## config.mk

```make
export PLATFORM = sky130hd
export DESIGN_NAME = escape_sequence_decoder
export DESIGN_NICKNAME = d
export VERILOG_FILES = /design/src/rtl/core/esd_pkg.sv /design/src/rtl/core/escape_sequence_decoder.sv /design/src/rtl/core/esd_decode.sv /design/src/rtl/core/esd_queue.sv
export SDC_FILE = /design/constraint.sdc
export NUM_CORES = 1
export LEC_CHECK = 0
export BUFFER_PORTS_ARGS = -buffer_cell sky130_fd_sc_hd__buf_2
export CELL_PAD_IN_SITES_DETAIL_PLACEMENT = 1
export CELL_PAD_IN_SITES_GLOBAL_PLACEMENT = 2
export CORE_UTILIZATION = 41
export CTS_CLUSTER_DIAMETER = 150
export DETAILED_ROUTE_END_ITERATION = 10
export HOLD_SLACK_MARGIN = 0.08
export PLACE_DENSITY_LB_ADDON = 0.1
export RECOVER_POWER = 50
export SYNTH_ARGS = -nofsm -noshare
export SYNTH_HDL_FRONTEND = slang
export SYNTH_SLANG_ARGS = --single-unit
```

## constraint.sdc

```tcl
create_clock -name clk -period 5.8 [get_ports clk]
set_input_delay 0.29 -clock clk [delete_from_list [all_inputs] [get_ports clk]]
set_output_delay 0.29 -clock clk [all_outputs]
set_load 0.005 [all_outputs]
```

## src/rtl/core/esd_pkg.sv

```systemverilog
// Shared types, character codes and helpers of the escape sequence decoder.
// No dependencies; imported by every module of the block.
`default_nettype none

package esd_pkg;

	// Parser states.
	typedef enum logic [2:0] {
		MODE_PLAIN,
		MODE_ESC,
		MODE_CARET,
		MODE_OCT,
		MODE_HEX0,
		MODE_HEX1
	} mode_t;

	// Configuration register indexes.
	localparam int unsigned CFG_IDX_W = 2;
	localparam logic [CFG_IDX_W-1:0] CFG_NEWLINE_ADDS_CR = 2'd0;
	localparam logic [CFG_IDX_W-1:0] CFG_CARET_ENABLE    = 2'd1;

	// Source characters.
	localparam logic [7:0] CH_BACKSLASH = 8'h5C;
	localparam logic [7:0] CH_CARET     = 8'h5E;
	localparam logic [7:0] CH_LC_A      = "a";
	localparam logic [7:0] CH_LC_B      = "b";
	localparam logic [7:0] CH_LC_E      = "e";
	localparam logic [7:0] CH_LC_F      = "f";
	localparam logic [7:0] CH_LC_N      = "n";
	localparam logic [7:0] CH_LC_R      = "r";
	localparam logic [7:0] CH_LC_T      = "t";
	localparam logic [7:0] CH_LC_V      = "v";
	localparam logic [7:0] CH_LC_X      = "x";
	localparam logic [7:0] CH_QUOTE     = 8'h27;
	localparam logic [7:0] CH_DQUOTE    = 8'h22;

	// Control codes produced.
	localparam logic [7:0] CC_BEL  = 8'h07;
	localparam logic [7:0] CC_BS   = 8'h08;
	localparam logic [7:0] CC_TAB  = 8'h09;
	localparam logic [7:0] CC_LF   = 8'h0A;
	localparam logic [7:0] CC_VT   = 8'h0B;
	localparam logic [7:0] CC_FF   = 8'h0C;
	localparam logic [7:0] CC_CR   = 8'h0D;
	localparam logic [7:0] CC_ESC  = 8'h1B;
	localparam logic [7:0] CC_NUL  = 8'h00;
	localparam logic [7:0] CTRL_MASK = 8'h1F;

	// Widths of the digit accumulator.
	localparam int unsigned DIGIT_VALUE_W = 9;
	localparam int unsigned DIGIT_COUNT_W = 2;

	// At most three output beats follow from one input beat.
	localparam int unsigned MAX_RESULTS = 3;
	localparam int unsigned RES_CNT_W   = 2;

	// Output queue geometry.
	localparam int unsigned QDEPTH = 8;
	localparam int unsigned QPTR_W = $clog2(QDEPTH);
	localparam int unsigned QCNT_W = $clog2(QDEPTH + 1);

	typedef struct packed {
		logic [7:0] data;
		logic       run_end;
		logic       term;
	} entry_t;

	typedef struct packed {
		logic [RES_CNT_W-1:0]         count;
		entry_t [MAX_RESULTS-1:0]     slot;
	} result_t;

	// Octal digit test: '0' to '7'.
	function automatic logic is_octal(input logic [7:0] b);
		return b[7:3] == 5'b00110;
	endfunction

	// Hex digit decode: bit 4 flags a valid digit, bits 3:0 hold its value.
	function automatic logic [4:0] hex_decode(input logic [7:0] b);
		logic [4:0] r;
		r = 5'd0;
		if (b >= "0" && b <= "9") begin
			r = {1'b1, b[3:0]};
		end else if ((b >= "a" && b <= "f") || (b >= "A" && b <= "F")) begin
			r = {1'b1, b[3:0] + 4'd9};
		end
		return r;
	endfunction

endpackage

`default_nettype wire

```

## src/rtl/core/escape_sequence_decoder.sv

```systemverilog
// Top level of the escape sequence decoder: configuration registers, parser
// and output queue. Depends on esd_pkg, esd_decode and esd_queue.
//
// Usage. Source text enters one byte per beat on the in_ channel (valid and
// ready); in_last marks the final byte of a string. Translated bytes leave
// one per beat on the out_ channel. out_run_end marks the last output beat
// caused by one input beat, and out_terminator marks the closing NUL that
// every string ends with. One input beat gives zero to three output beats.
//
// Timing. An accepted byte is parsed in the cycle it is taken; its results
// go straight into an eight-entry output queue, which offers them on out_
// behind earlier entries. The input takes one beat per cycle whenever the
// queue has room for three entries; the output delivers one beat per cycle
// while out_ready is high and the queue is not empty. The queue depth sets
// how long a burst of multi-byte expansions can run before in_ready drops.
//
// Reset (arst_n low) returns the parser to plain text, empties the queue
// and sets both configuration bits to one. When the receiver stalls, the
// queue fills and in_ready falls once fewer than three entries are free;
// nothing is lost. Configuration writes take effect at the clock edge at
// which cfg_wr_en is high and must only be made while the block is idle.
`default_nettype none

module escape_sequence_decoder (
	input  wire logic                             clk,
	input  wire logic                             arst_n,
	input  wire logic                             in_valid,
	output logic                                  in_ready,
	input  wire logic [7:0]                       in_byte,
	input  wire logic                             in_last,
	output logic                                  out_valid,
	input  wire logic                             out_ready,
	output logic [7:0]                            out_byte,
	output logic                                  out_run_end,
	output logic                                  out_terminator,
	input  wire logic                             cfg_wr_en,
	input  wire logic [esd_pkg::CFG_IDX_W-1:0]    cfg_index,
	input  wire logic                             cfg_data
);
	import esd_pkg::*;

	// Configuration bits.
	logic    newline_adds_cr_q;
	logic    caret_enable_q;

	logic    accept;
	result_t res;
	entry_t  head;
	logic    room;

	always_ff @(posedge clk or negedge arst_n) begin
		if (!arst_n) begin
			newline_adds_cr_q <= 1'b1;
			caret_enable_q    <= 1'b1;
		end else if (cfg_wr_en) begin
			// Indexes beyond the register list are ignored.
			unique case (cfg_index)
				CFG_NEWLINE_ADDS_CR: newline_adds_cr_q <= cfg_data;
				CFG_CARET_ENABLE:    caret_enable_q    <= cfg_data;
				default: ;
			endcase
		end
	end

	// The queue always keeps space for the largest expansion of one beat.
	assign in_ready = room;
	assign accept   = in_valid && in_ready;

	esd_decode u_decode (
		.clk             (clk),
		.arst_n          (arst_n),
		.accept          (accept),
		.in_byte         (in_byte),
		.in_last         (in_last),
		.newline_adds_cr (newline_adds_cr_q),
		.caret_enable    (caret_enable_q),
		.res             (res)
	);

	esd_queue u_queue (
		.clk    (clk),
		.arst_n (arst_n),
		.push   (res),
		.room   (room),
		.valid  (out_valid),
		.ready  (out_ready),
		.head   (head)
	);

	assign out_byte       = head.data;
	assign out_run_end    = head.run_end;
	assign out_terminator = head.term;

endmodule

`default_nettype wire

```

## src/rtl/core/esd_decode.sv

```systemverilog
// Parser of the escape sequence decoder: holds the parse state and turns one
// input beat into up to three result entries. Depends on esd_pkg.
`default_nettype none

module esd_decode (
	input  wire logic             clk,
	input  wire logic             arst_n,
	input  wire logic             accept,
	input  wire logic [7:0]       in_byte,
	input  wire logic             in_last,
	input  wire logic             newline_adds_cr,
	input  wire logic             caret_enable,
	output esd_pkg::result_t      res
);
	import esd_pkg::*;

	mode_t                     mode_q;
	logic [DIGIT_VALUE_W-1:0]  dval_q;
	logic [DIGIT_COUNT_W-1:0]  dcnt_q;

	mode_t                     mode_d;
	logic [DIGIT_VALUE_W-1:0]  dval_d;
	logic [DIGIT_COUNT_W-1:0]  dcnt_d;

	always_comb begin
		logic [RES_CNT_W-1:0] n;
		logic                 do_plain;
		logic [4:0]           hx;
		logic [DIGIT_VALUE_W-1:0] acc;

		n        = '0;
		do_plain = 1'b0;
		res      = '0;
		mode_d   = mode_q;
		dval_d   = dval_q;
		dcnt_d   = dcnt_q;
		hx       = hex_decode(in_byte);
		acc      = '0;

		unique case (mode_q)
			MODE_ESC: begin
				mode_d = MODE_PLAIN;
				unique case (in_byte)
					CH_LC_A: begin res.slot[n].data = CC_BEL; n = n + 2'd1; end
					CH_LC_B: begin res.slot[n].data = CC_BS;  n = n + 2'd1; end
					CH_LC_F: begin res.slot[n].data = CC_FF;  n = n + 2'd1; end
					CH_LC_N: begin
						res.slot[n].data = CC_LF;
						n = n + 2'd1;
						if (newline_adds_cr) begin
							res.slot[n].data = CC_CR;
							n = n + 2'd1;
						end
					end
					CH_LC_R: begin res.slot[n].data = CC_CR;  n = n + 2'd1; end
					CH_LC_T: begin res.slot[n].data = CC_TAB; n = n + 2'd1; end
					CH_LC_V: begin res.slot[n].data = CC_VT;  n = n + 2'd1; end
					CH_LC_E: begin res.slot[n].data = CC_ESC; n = n + 2'd1; end
					CH_QUOTE: begin res.slot[n].data = CH_QUOTE; n = n + 2'd1; end
					CH_DQUOTE: begin res.slot[n].data = CH_DQUOTE; n = n + 2'd1; end
					CH_LC_X: begin
						mode_d = MODE_HEX0;
					end
					default: begin
						if (is_octal(in_byte)) begin
							dval_d = DIGIT_VALUE_W'(in_byte[2:0]);
							dcnt_d = DIGIT_COUNT_W'(1);
							mode_d = MODE_OCT;
						end else begin
							res.slot[n].data = in_byte;
							n = n + 2'd1;
						end
					end
				endcase
			end
			MODE_CARET: begin
				res.slot[n].data = in_byte & CTRL_MASK;
				n = n + 2'd1;
				mode_d = MODE_PLAIN;
			end
			MODE_OCT: begin
				if (is_octal(in_byte)) begin
					acc    = {dval_q[DIGIT_VALUE_W-4:0], in_byte[2:0]};
					dval_d = acc;
					dcnt_d = dcnt_q + DIGIT_COUNT_W'(1);
					if (dcnt_q == DIGIT_COUNT_W'(2)) begin
						// Third digit completes the escape.
						res.slot[n].data = acc[7:0];
						n = n + 2'd1;
						mode_d = MODE_PLAIN;
						dval_d = '0;
						dcnt_d = '0;
					end
				end else begin
					res.slot[n].data = dval_q[7:0];
					n = n + 2'd1;
					mode_d   = MODE_PLAIN;
					dval_d   = '0;
					dcnt_d   = '0;
					do_plain = 1'b1;
				end
			end
			MODE_HEX0: begin
				if (hx[4]) begin
					dval_d = DIGIT_VALUE_W'(hx[3:0]);
					dcnt_d = DIGIT_COUNT_W'(1);
					mode_d = MODE_HEX1;
				end else begin
					// A bad byte after the x is passed on once and consumed.
					res.slot[n].data = in_byte;
					n = n + 2'd1;
					mode_d = MODE_PLAIN;
					dval_d = '0;
					dcnt_d = '0;
				end
			end
			MODE_HEX1: begin
				mode_d = MODE_PLAIN;
				dval_d = '0;
				dcnt_d = '0;
				if (hx[4]) begin
					res.slot[n].data = {dval_q[3:0], hx[3:0]};
					n = n + 2'd1;
				end else begin
					res.slot[n].data = dval_q[7:0];
					n = n + 2'd1;
					do_plain = 1'b1;
				end
			end
			default: begin
				mode_d   = MODE_PLAIN;
				do_plain = 1'b1;
			end
		endcase

		if (do_plain) begin
			if (in_byte == CH_BACKSLASH) begin
				mode_d = MODE_ESC;
			end else if (in_byte == CH_CARET && caret_enable) begin
				mode_d = MODE_CARET;
			end else begin
				res.slot[n].data = in_byte;
				n = n + 2'd1;
			end
		end

		if (in_last) begin
			// Flush pending digits, then close the string with a NUL.
			if (mode_d == MODE_OCT || mode_d == MODE_HEX1) begin
				res.slot[n].data = dval_d[7:0];
				n = n + 2'd1;
			end
			res.slot[n].data = CC_NUL;
			res.slot[n].term = 1'b1;
			n = n + 2'd1;
			mode_d = MODE_PLAIN;
			dval_d = '0;
			dcnt_d = '0;
		end

		if (n != '0) begin
			res.slot[n - 2'd1].run_end = 1'b1;
		end
		res.count = accept ? n : '0;
	end

	always_ff @(posedge clk or negedge arst_n) begin
		if (!arst_n) begin
			mode_q <= MODE_PLAIN;
			dval_q <= '0;
			dcnt_q <= '0;
		end else if (accept) begin
			mode_q <= mode_d;
			dval_q <= dval_d;
			dcnt_q <= dcnt_d;
		end
	end

	a_last_clears: assert property (@(posedge clk) disable iff (!arst_n)
		accept && in_last |=> mode_q == MODE_PLAIN && dcnt_q == '0 && dval_q == '0)
		else $error("parse state not cleared after the last beat");

	a_last_emits: assert property (@(posedge clk) disable iff (!arst_n)
		accept && in_last |-> res.count != '0)
		else $error("last beat produced no terminator");

endmodule

`default_nettype wire

```

## src/rtl/core/esd_queue.sv

```systemverilog
// Output queue of the escape sequence decoder: takes up to three entries per
// cycle and hands them out one beat at a time. Depends on esd_pkg.
`default_nettype none

module esd_queue (
	input  wire logic            clk,
	input  wire logic            arst_n,
	input  wire esd_pkg::result_t push,
	output logic                 room,
	output logic                 valid,
	input  wire logic            ready,
	output esd_pkg::entry_t      head
);
	import esd_pkg::*;

	entry_t             mem_q [QDEPTH];
	logic [QPTR_W-1:0]  wr_ptr_q;
	logic [QPTR_W-1:0]  rd_ptr_q;
	logic [QCNT_W-1:0]  cnt_q;
	logic               pop;

	assign valid = cnt_q != '0;
	assign head  = mem_q[rd_ptr_q];
	assign pop   = valid && ready;
	assign room  = cnt_q <= QCNT_W'(QDEPTH - MAX_RESULTS);

	always_ff @(posedge clk) begin
		for (int i = 0; i < MAX_RESULTS; i++) begin
			if (RES_CNT_W'(i) < push.count) begin
				mem_q[wr_ptr_q + QPTR_W'(i)] <= push.slot[i];
			end
		end
	end

	always_ff @(posedge clk or negedge arst_n) begin
		if (!arst_n) begin
			wr_ptr_q <= '0;
			rd_ptr_q <= '0;
			cnt_q    <= '0;
		end else begin
			wr_ptr_q <= wr_ptr_q + QPTR_W'(push.count);
			if (pop) begin
				rd_ptr_q <= rd_ptr_q + QPTR_W'(1);
			end
			cnt_q <= cnt_q + QCNT_W'(push.count) - QCNT_W'(pop);
		end
	end

	a_no_overflow: assert property (@(posedge clk) disable iff (!arst_n)
		push.count != '0 |-> cnt_q + QCNT_W'(push.count) <= QCNT_W'(QDEPTH))
		else $error("output queue overflow");

	a_term_ends_run: assert property (@(posedge clk) disable iff (!arst_n)
		valid && head.term |-> head.run_end)
		else $error("terminator beat without run end");

endmodule

`default_nettype wire

```

Word level (Yosys, flattened, before mapping):

Memories as Yosys holds them, arrays and structs flattened.
Cells that the tools add are included.

* output and inout port bits: 12
* bits in writable memories: 80
* memories: 1
* word-level logic and storage cells: 169
* input bits: 17
* flip-flop bits (word level): 25

* reductions and logical operators: 24
* multiplexer cells: 81
* equality and inequality tests: 25
* magnitude comparators: 18
* add/sub/neg operators: 12

Memories
* u_queue.mem_q: words 8, bits a word 10, read ports 1, clocked after Yosys merged registers in 0, wr ports 3, RTL line esd_queue.sv:16 `entry_t mem_q [QDEPTH];`

Operators with widths (count)
* $mux 30: 7
* $bwmux 30: 5
* $demux 10 s2: 5
* $mux 8: 12
* $eq 8x7->1 const B: 11
* $pmux 8 s11: 1
* $pmux 8 s5: 1
* $pmux 8 s4: 1
* $mux 10: 3
* $mux 2: 15
* $mux 3: 7
* $eq 8x6->1 const B: 2
* $ge 8x7->1 const B: 2
* $le 8x7->1 const B: 2
* $pmux 2 s4: 2
* $mux 1: 14
* $lt 2x3->1 const B: 4
* $reduce_or 11->1: 1
* $logic_and 1x1->1: 10
* $mux 5: 2
* $reduce_or 10->1: 1
* $eq 3x2->1 const B: 3
* $eq 3x3->1 const B: 3
* $pmux 3 s3: 1
* other kinds (34): 45

Depth between registers and ports, before layout:

Gate-level depths: netlist of run 1.

* depth after elaboration: 23
* gate-level depth with buffers: 25

Hierarchy:

A second synthesis of run 1 with hierarchy kept.

* cells, all modules: 955
* area total of the unflattened synthesis: 8565.7 um^2

By module, submodules not included
* esd_queue: area an instance 6187.2 um^2, cells an instance 634, instances 1
* esd_decode: area an instance 2282.2 um^2, cells an instance 314, instances 1
* escape_sequence_decoder: area an instance 96.3 um^2, cells an instance 7, instances 1

Least setup slack after synthesis of run 1:

Ideal clock, no wire load.

* kind: input -> register
* from: input port in_byte[0]
* to: memory u_queue.mem_q[3][0] in the netlist's numbering (enable)
* path slack: 0.891 ns
* stages on the path: 23
* setup time: 0.394 ns
* required time: 5.406 ns
* data arrival time: 4.516 ns
* cell sequence: clkbuf_1 inv_1 ha_1 o21bai_1 a21oi_4 nor2_2 a211oi_4 ha_1 o21ai_0 and2_1 ha_1 a21oi_1 inv_1 ha_1 nand2_1 nand3_1 a21oi_1 buf_4 and3_1 buf_4 clkbuf_1 a21oi_1 o31ai_1

RTL lines
* start, declared: RTL line escape_sequence_decoder.sv:29 `input wire logic [7:0] in_byte,`
* end, declared: RTL line esd_queue.sv:16

==> results of run 1 <==
[critical path, cell delays in order]
cell and delay (ns):
buf_2 0.19, inv_1 0.20, ha_1 0.38, o21bai_1 0.18, a21oi_4 0.34, nor2_2 0.15, a211oi_4 0.40, ha_1 0.29
o21ai_0 0.21, and2_0 0.30, ha_1 0.28, a21oi_1 0.21, inv_1 0.10, ha_1 0.28, nand2_1 0.13, nand3_1 0.10
a21oi_1 0.18, buf_4 0.23, and3_1 0.22, clkbuf_2 0.41, nand2_1 0.12, o211ai_1 0.13, o21ai_0 0.11
[stage by stage]
step	std cells	hold WS (ns)
2_1_floorplan	850	-0.00559
3_3_place_gp	1114	0.311
3_5_place_dp	1114	0.314
4_1_cts	1131	0.167
5_1_grt	1131	0.178
6_report	1131	0.176
[power by group]
part	switching, µW	internal, µW
Sequential	145	1010
Clock	335	310
Combinational	666	514
Total	1150	1830
[registers in the layout, summed over array words and instances, names as in the netlist, 2 cells and up]
register	count
u_queue.cnt_q	4
u_decode.mode_q	3
u_queue.rd_ptr_q	3
u_queue.wr_ptr_q	3
u_queue.mem_q	80
u_decode.dcnt_q	2
u_decode.dval_q	8
[layout make-up]
| cell class | count | area [µm²] |
|---|---|---|
| multi-input combinational | 652 | 4520 |
| sequential | 105 | 3030 |
| clock inverter | 7 | 82.6 |
| inverter | 31 | 116 |
| clock buffer | 9 | 225 |
| tap | 260 | 325 |
| timing repair buffer | 67 | 405 |
| fill | 2163 | 10100 |
[per-layer routing]
metal,wire (µm),global-route usage,up-vias
li1,-,-,3236
met1,14000,0.447,3723
met2,12900,0.454,227
met3,1940,0.0645,33
met4,617,0.0852,0
met5,0,0,-
[final timing paths]
| path | end | slack, ns | cells past startpoint |
|---|---|---|---|
| min | caret_enable_q$_DFFE_PN1P_ | 0.18 | 2 |
| min in group asynchronous | u_queue.rd_ptr_q[1]$_DFFE_PN0P_ | 0.74 | 2 |
| max | u_queue.mem_q[6][7]$_DFFE_PP_ | 0.44 | 23 |
| max reg2reg | u_queue.mem_q[6][7]$_DFFE_PP_ | 0.56 | 20 |
| min reg2reg | u_queue.rd_ptr_q[0]$_DFFE_PN0P_ | 0.54 | 1 |
| max in group asynchronous | u_decode.mode_q[0]$_DFFE_PN0P_ | 4.24 | 2 |
[layout by cell type (no fill, tap or decap), types with 9 or more instances in the layout]
cell type / netlist / final
nand2_1: 149 / 149
edfxtp_1: 80 / 80
o21ai_0: 57 / 57
o211ai_1: 47 / 47
nand3_1: 40 / 40
o21ai_1: 31 / 31
inv_1: 30 / 30
buf_4: 2 / 30
a21oi_1: 28 / 28
ha_1: 23 / 23
dfrtp_1: 23 / 23
nor2_1: 21 / 21
mux4_2: 20 / 20
buf_2: 15 / 20
a22o_1: 18 / 18
mux2i_1: 17 / 18
mux2_2: 18 / 16
a22oi_1: 11 / 11
nor3_1: 9 / 9
and3_1: 9 / 9
a211oi_1: 9 / 9
clkbuf_16: 0 / 9
[kinds of logic (layout without fill, tap and decap cells)]
logic type / count (synthesis) / count (layout) / synth area share
buffers and inverters: 93 / 114 / 0.0491
AND/OR/NAND/NOR: 305 / 305 / 0.193
AO/OA/AOI/OAI: 257 / 257 / 0.218
XOR/XNOR: 9 / 9 / 0.0109
flip-flops: 105 / 105 / 0.381
multiplexers: 56 / 56 / 0.106
adder cells (fa/ha/maj): 25 / 25 / 0.0412
[synth_stat cells (17+ instances only)]
cell type    n  share of area
nand2_1    149          0.070
a21oi_1     28          0.018
a22o_1      18          0.020
mux4_2      20          0.057
mux2_2      18          0.025
o211ai_1    47          0.044
nand3_1     40          0.025
o21ai_0     57          0.036
dfrtp_1     23          0.072
o21ai_1     31          0.020
clkbuf_1    40          0.019
mux2i_1     17          0.021
nor2_1      21         0.0099
edfxtp_1    80           0.30
inv_1       30          0.014
ha_1        23          0.036
==> metrics.md, run 1 <==
| Metric | Value |
|---|---|
| Status | `finished, violations left` |
| Failing checks | `capacitance limit, slew limit` |
| Vias | `7219` |
| Post-CTS Resized | `0` |
| Tmin final | `5.36 ns` |
| Slew Limit Fails | `22` |
| Avg Inst Size Synth | `9.35 µm²` |
| Async SR Flop Fraction | `0.238` |
| Max Freq | `186 MHz` |
| Clock Sinks | `105` |
| Gpl congestion | `0.952` |
| Pwr dens | `342 nW/µm²` |
| CP Launch Type | `input port` |
| Hold_buf cts | `1` |
| Rel. slew slack | `-0.326` |
| Cells after Synth | `850` |
| Max cap viols | `2` |
| First-pass GRT wire length | `44800 µm` |
| Row count | `50` |
| Final wirelength | `29500 µm` |
| DP Worst Slack | `0.199 ns` |
| #FFs+latches synth | `105` |
| DRC Markers | `0` |
| Post-CTS Repair Setup Buffers | `0` |
| Slew of the pin with the lowest slew margin | `1.94 ns` |
| Worst-Skew Late Latency | `0.37 ns` |
| Final Setup Violations | `0` |
| Die extent in x | `141 µm` |
| DR iter-0 viols | `629` |
| CP Capture Type | `flop` |
| Worst Path Max Fanout | `14` |
| Largest net degree at the start of global routing | `28` |
| Nets | `908` |
| Grt ovf | `0` |
| Final WS setup | `0.437 ns` |
| CP Data Required Time | `5.91 ns` |
| Area growth from synthesis to layout | `9.51%` |
| Startpoint of the worst register-to-register path | `u_decode.mode_q[0]$_DFFE_PN0P_` |
| Worst Path Arrival | `5.47 ns` |
| RSZ-0062 raised after global routing | `no` |
| Syn. warnings | `0` |
| Synth cell types | `83` |
| Reg clk slew, reported paths | `0.08 ns` |
| Hold path startpoint | `cfg_data` |
| Critical setup path kind | `input port to flop` |
| Number of routed nets with antenna violations | `0` |
| CTS tree | `done` |
| Setup TNS | `0 ns` |
| Placed inst area | `8450 µm²` |
| HP Class | `input port to flop` |
| Share of cells above drive strength 1 | `0.156` |
| Static leakage | `0.00320 µW` |
| Final Util | `0.462` |
| Setup Skew | `0.0133 ns` |
| Num ports | `29` |
| Syn_nets | `892` |
| Gr usage total | `0.305` |
| Routed length per placed instance | `26.1 µm` |
| Initial antenna violation count | `0` |
| Post-synthesis sequential area ratio | `0.381` |
| ANT cells | `0` |
| Vias in the first global route | `7241` |
| Via density | `6.38` |
| Worst vdd ir | `303 µV` |
| Die height | `141 µm` |
| CTS H-Tree Depth | `3` |
| Root Driver | `clkbuf_16` |
| Clock buffer depth | `2` |
| Die ar. | `20000 µm²` |
| Main flop type after synthesis | `edfxtp_1` |
| DP HPWL | `21200 µm` |
| Post-Synthesis Cell Area | `7950 µm²` |
| Post-route cell area | `8710 µm²` |
| Initial Util | `0.422` |
| Final Cycle Share | `0.925` |
| Crit path launch | `in_byte[1]` |
| Inserted Clock Buffers | `9` |
| Tot Pwr | `2980 µW` |
| Post-synth EDFFs | `80` |
| Pre-antenna DRT Iters | `5` |
| Core Region | `18800 µm²` |
| Hold Fails Final Rpt | `0` |
| Port Buffers | `28` |
No activity file was read; power rests on OpenSTA's default activity.
==> inputs of run 2 (changes only) <==
==> constraint.sdc (replaced) <==
create_clock -name clk -period 5.8 [get_ports clk]
set_input_delay 0.58 -clock clk [delete_from_list [all_inputs] [get_ports clk]]
set_output_delay 0.58 -clock clk [all_outputs]
set_load 0.005 [all_outputs]
==> run 2 against run 1 <==
Net effect:
- the flow still finishes with violations (capacitance limit, slew limit)
- clock power up 0.9%
- flip-flop and latch count unchanged
- wire length is 0.67% higher
- total power increased by 0.96%
==> metrics.md, run 2 (synthesized netlist as in run 1, its figures left out) <==
| Metric | Value |
|---|---|
| Setup Skew | `0.0120 ns` |
| Gr usage total | `0.305` |
| CTS H-Tree Depth | `3` |
| Setup TNS | `0 ns` |
| CP Capture Type | `flop` |
| Inserted Clock Buffers | `9` |
| DRC Markers | `0` |
| CTS tree | `done` |
| Post-CTS Repair Setup Buffers | `0` |
| Crit path launch | `in_byte[5]` |
| Gpl congestion | `0.933` |
| Number of routed nets with antenna violations | `0` |
| Die ar. | `20000 µm²` |
| Die extent in x | `141 µm` |
| Max reg flops | `80` |
| Clock buffer depth | `2` |
| Tmin final | `5.44 ns` |
| Critical path's top delay family | `compound AO/OA/AOI/OAI gates` |
| Most frequent cells in the layout | `nand2_1, edfxtp_1, o21ai_0` |
| Cell mode on critical path | `clkbuf_1` |
| Port Buffers | `28` |
| Row count | `50` |
| Initial Util | `0.422` |
| Status | `finished, violations left` |
| Area growth from synthesis to layout | `10.8%` |
| Critical setup path kind | `input port to flop` |
| Nets | `920` |
| Pwr dens | `341 nW/µm²` |
| Worst vdd ir | `264 µV` |
| Pre-antenna DRT Iters | `7` |
| Final Setup Violations | `0` |
| Reg clk slew, reported paths | `0.08 ns` |
| Final Cycle Share | `0.937` |
| Static leakage | `0.00325 µW` |
| Largest Register | `u_queue.mem_q` |
| Failing checks | `capacitance limit, slew limit` |
| CP Launch Type | `input port` |
| RSZ-0062 raised after global routing | `no` |
| Initial antenna violation count | `0` |
| Share of cells above drive strength 1 | `0.169` |
| Biggest regs | `u_queue.mem_q (80), u_decode.dval_q (8), u_queue.cnt_q (4)` |
| Rel. slew slack | `-0.189` |
| Routed length per placed instance | `26.0 µm` |
| Post-CTS Resized | `0` |
| Worst path bufs/invs | `4` |
| Core Region | `18800 µm²` |
| Root Driver | `clkbuf_16` |
| ANT cells | `0` |
| Max cap viols | `1` |
| Hold_buf cts | `0` |
| Slew Limit Fails | `6` |
| Layout Cells excl Fill | `1143` |
| Slew of the pin with the lowest slew margin | `1.74 ns` |
| CP Data Required Time | `5.90 ns` |
| Grt ovf | `0` |
| Largest net degree at the start of global routing | `28` |
| Most common cell after layout, fill and taps aside | `nand2_1` |
| Crit-path max cell delay | `1.44 ns` |
| Crit path max-delay cell type | `a2111oi_0` |
| Num ports | `29` |
| DR iter-0 viols | `800` |
| Startpoint of the worst register-to-register path | `u_decode.mode_q[2]$_DFFE_PN0P_` |
| Die height | `141 µm` |
| Hold Fails Final Rpt | `0` |
| Hold path startpoint | `cfg_data` |
| CP cell instances | `buf_2, nand4bb_1, clkbuf_1, a2111oi_0, nor2_1, nand2_1, ha_1, nand2b_1, a211oi_1, clkbuf_1, a22oi_1, clkbuf_1, mux2i_1, nand2_1, o21ai_0` |
| Vias in the first global route | `7366` |
| Final wirelength | `29700 µm` |
| Max Freq | `184 MHz` |
| DP HPWL | `21400 µm` |
| Via density | `6.40` |
| HP Class | `input port to flop` |
| Clock Sinks | `105` |
| Worst Path Arrival | `5.54 ns` |
| Worst-Skew Late Latency | `0.37 ns` |
| Worst Path Max Fanout | `15` |
| Vias | `7317` |
| Dpl cells | `1127` |
| First-pass GRT wire length | `45100 µm` |
## run 2: path summary, 6_finish.rpt
path	cells past startpoint	endpoint	slack [ns]
min in group asynchronous	1	u_queue.rd_ptr_q[2]$_DFFE_PN0P_	0.51
setup / recovery	15	u_queue.mem_q[2][9]$_DFFE_PP_	0.36
max in group asynchronous	1	u_decode.mode_q[1]$_DFFE_PN0P_	4.48
setup reg to reg	19	u_queue.mem_q[2][9]$_DFFE_PP_	0.86
hold / removal	2	newline_adds_cr_q$_DFFE_PN1P_	0.46
hold reg to reg	1	u_decode.dcnt_q[1]$_DFFE_PN0P_	0.53
## run 2: layer usage
layer	GRT usage	wire length (µm)	share of wire
met5	0	0	0
met4	0.0704	464	0.016
met3	0.0429	2140	0.072
met2	0.474	13300	0.45
met1	0.449	13800	0.46
## run 2: cell type report
cell class / instances / area, µm²
fill: 2155 / 10000
multi-input combinational: 652 / 4550
inverter: 31 / 116
tap: 260 / 325
timing repair buffer: 79 / 478
clock buffer: 9 / 225
sequential: 105 / 3030
clock inverter: 7 / 83.8
## run 2: through the flow
stage	total power [µW]	utilization	setup WS (ns)	hold WS [ns]	cell area, µm²
finish	3000	0.468	0.365	0.458	8810
global route	3160	0.468	0.100	0.467	8810
CTS	3050	0.470	0.608	0.219	8860
detailed placement	2400	0.454	0.265	0.514	8550
global placement	2330	0.454	0.386	0.512	8550
floorplan	1930	-	0.601	0.284	7950
## run 2: power breakdown
group,internal [µW],total (µW),switching (µW)
logic,523,1200,675
clock network,343,650,307
registers,1010,1160,149
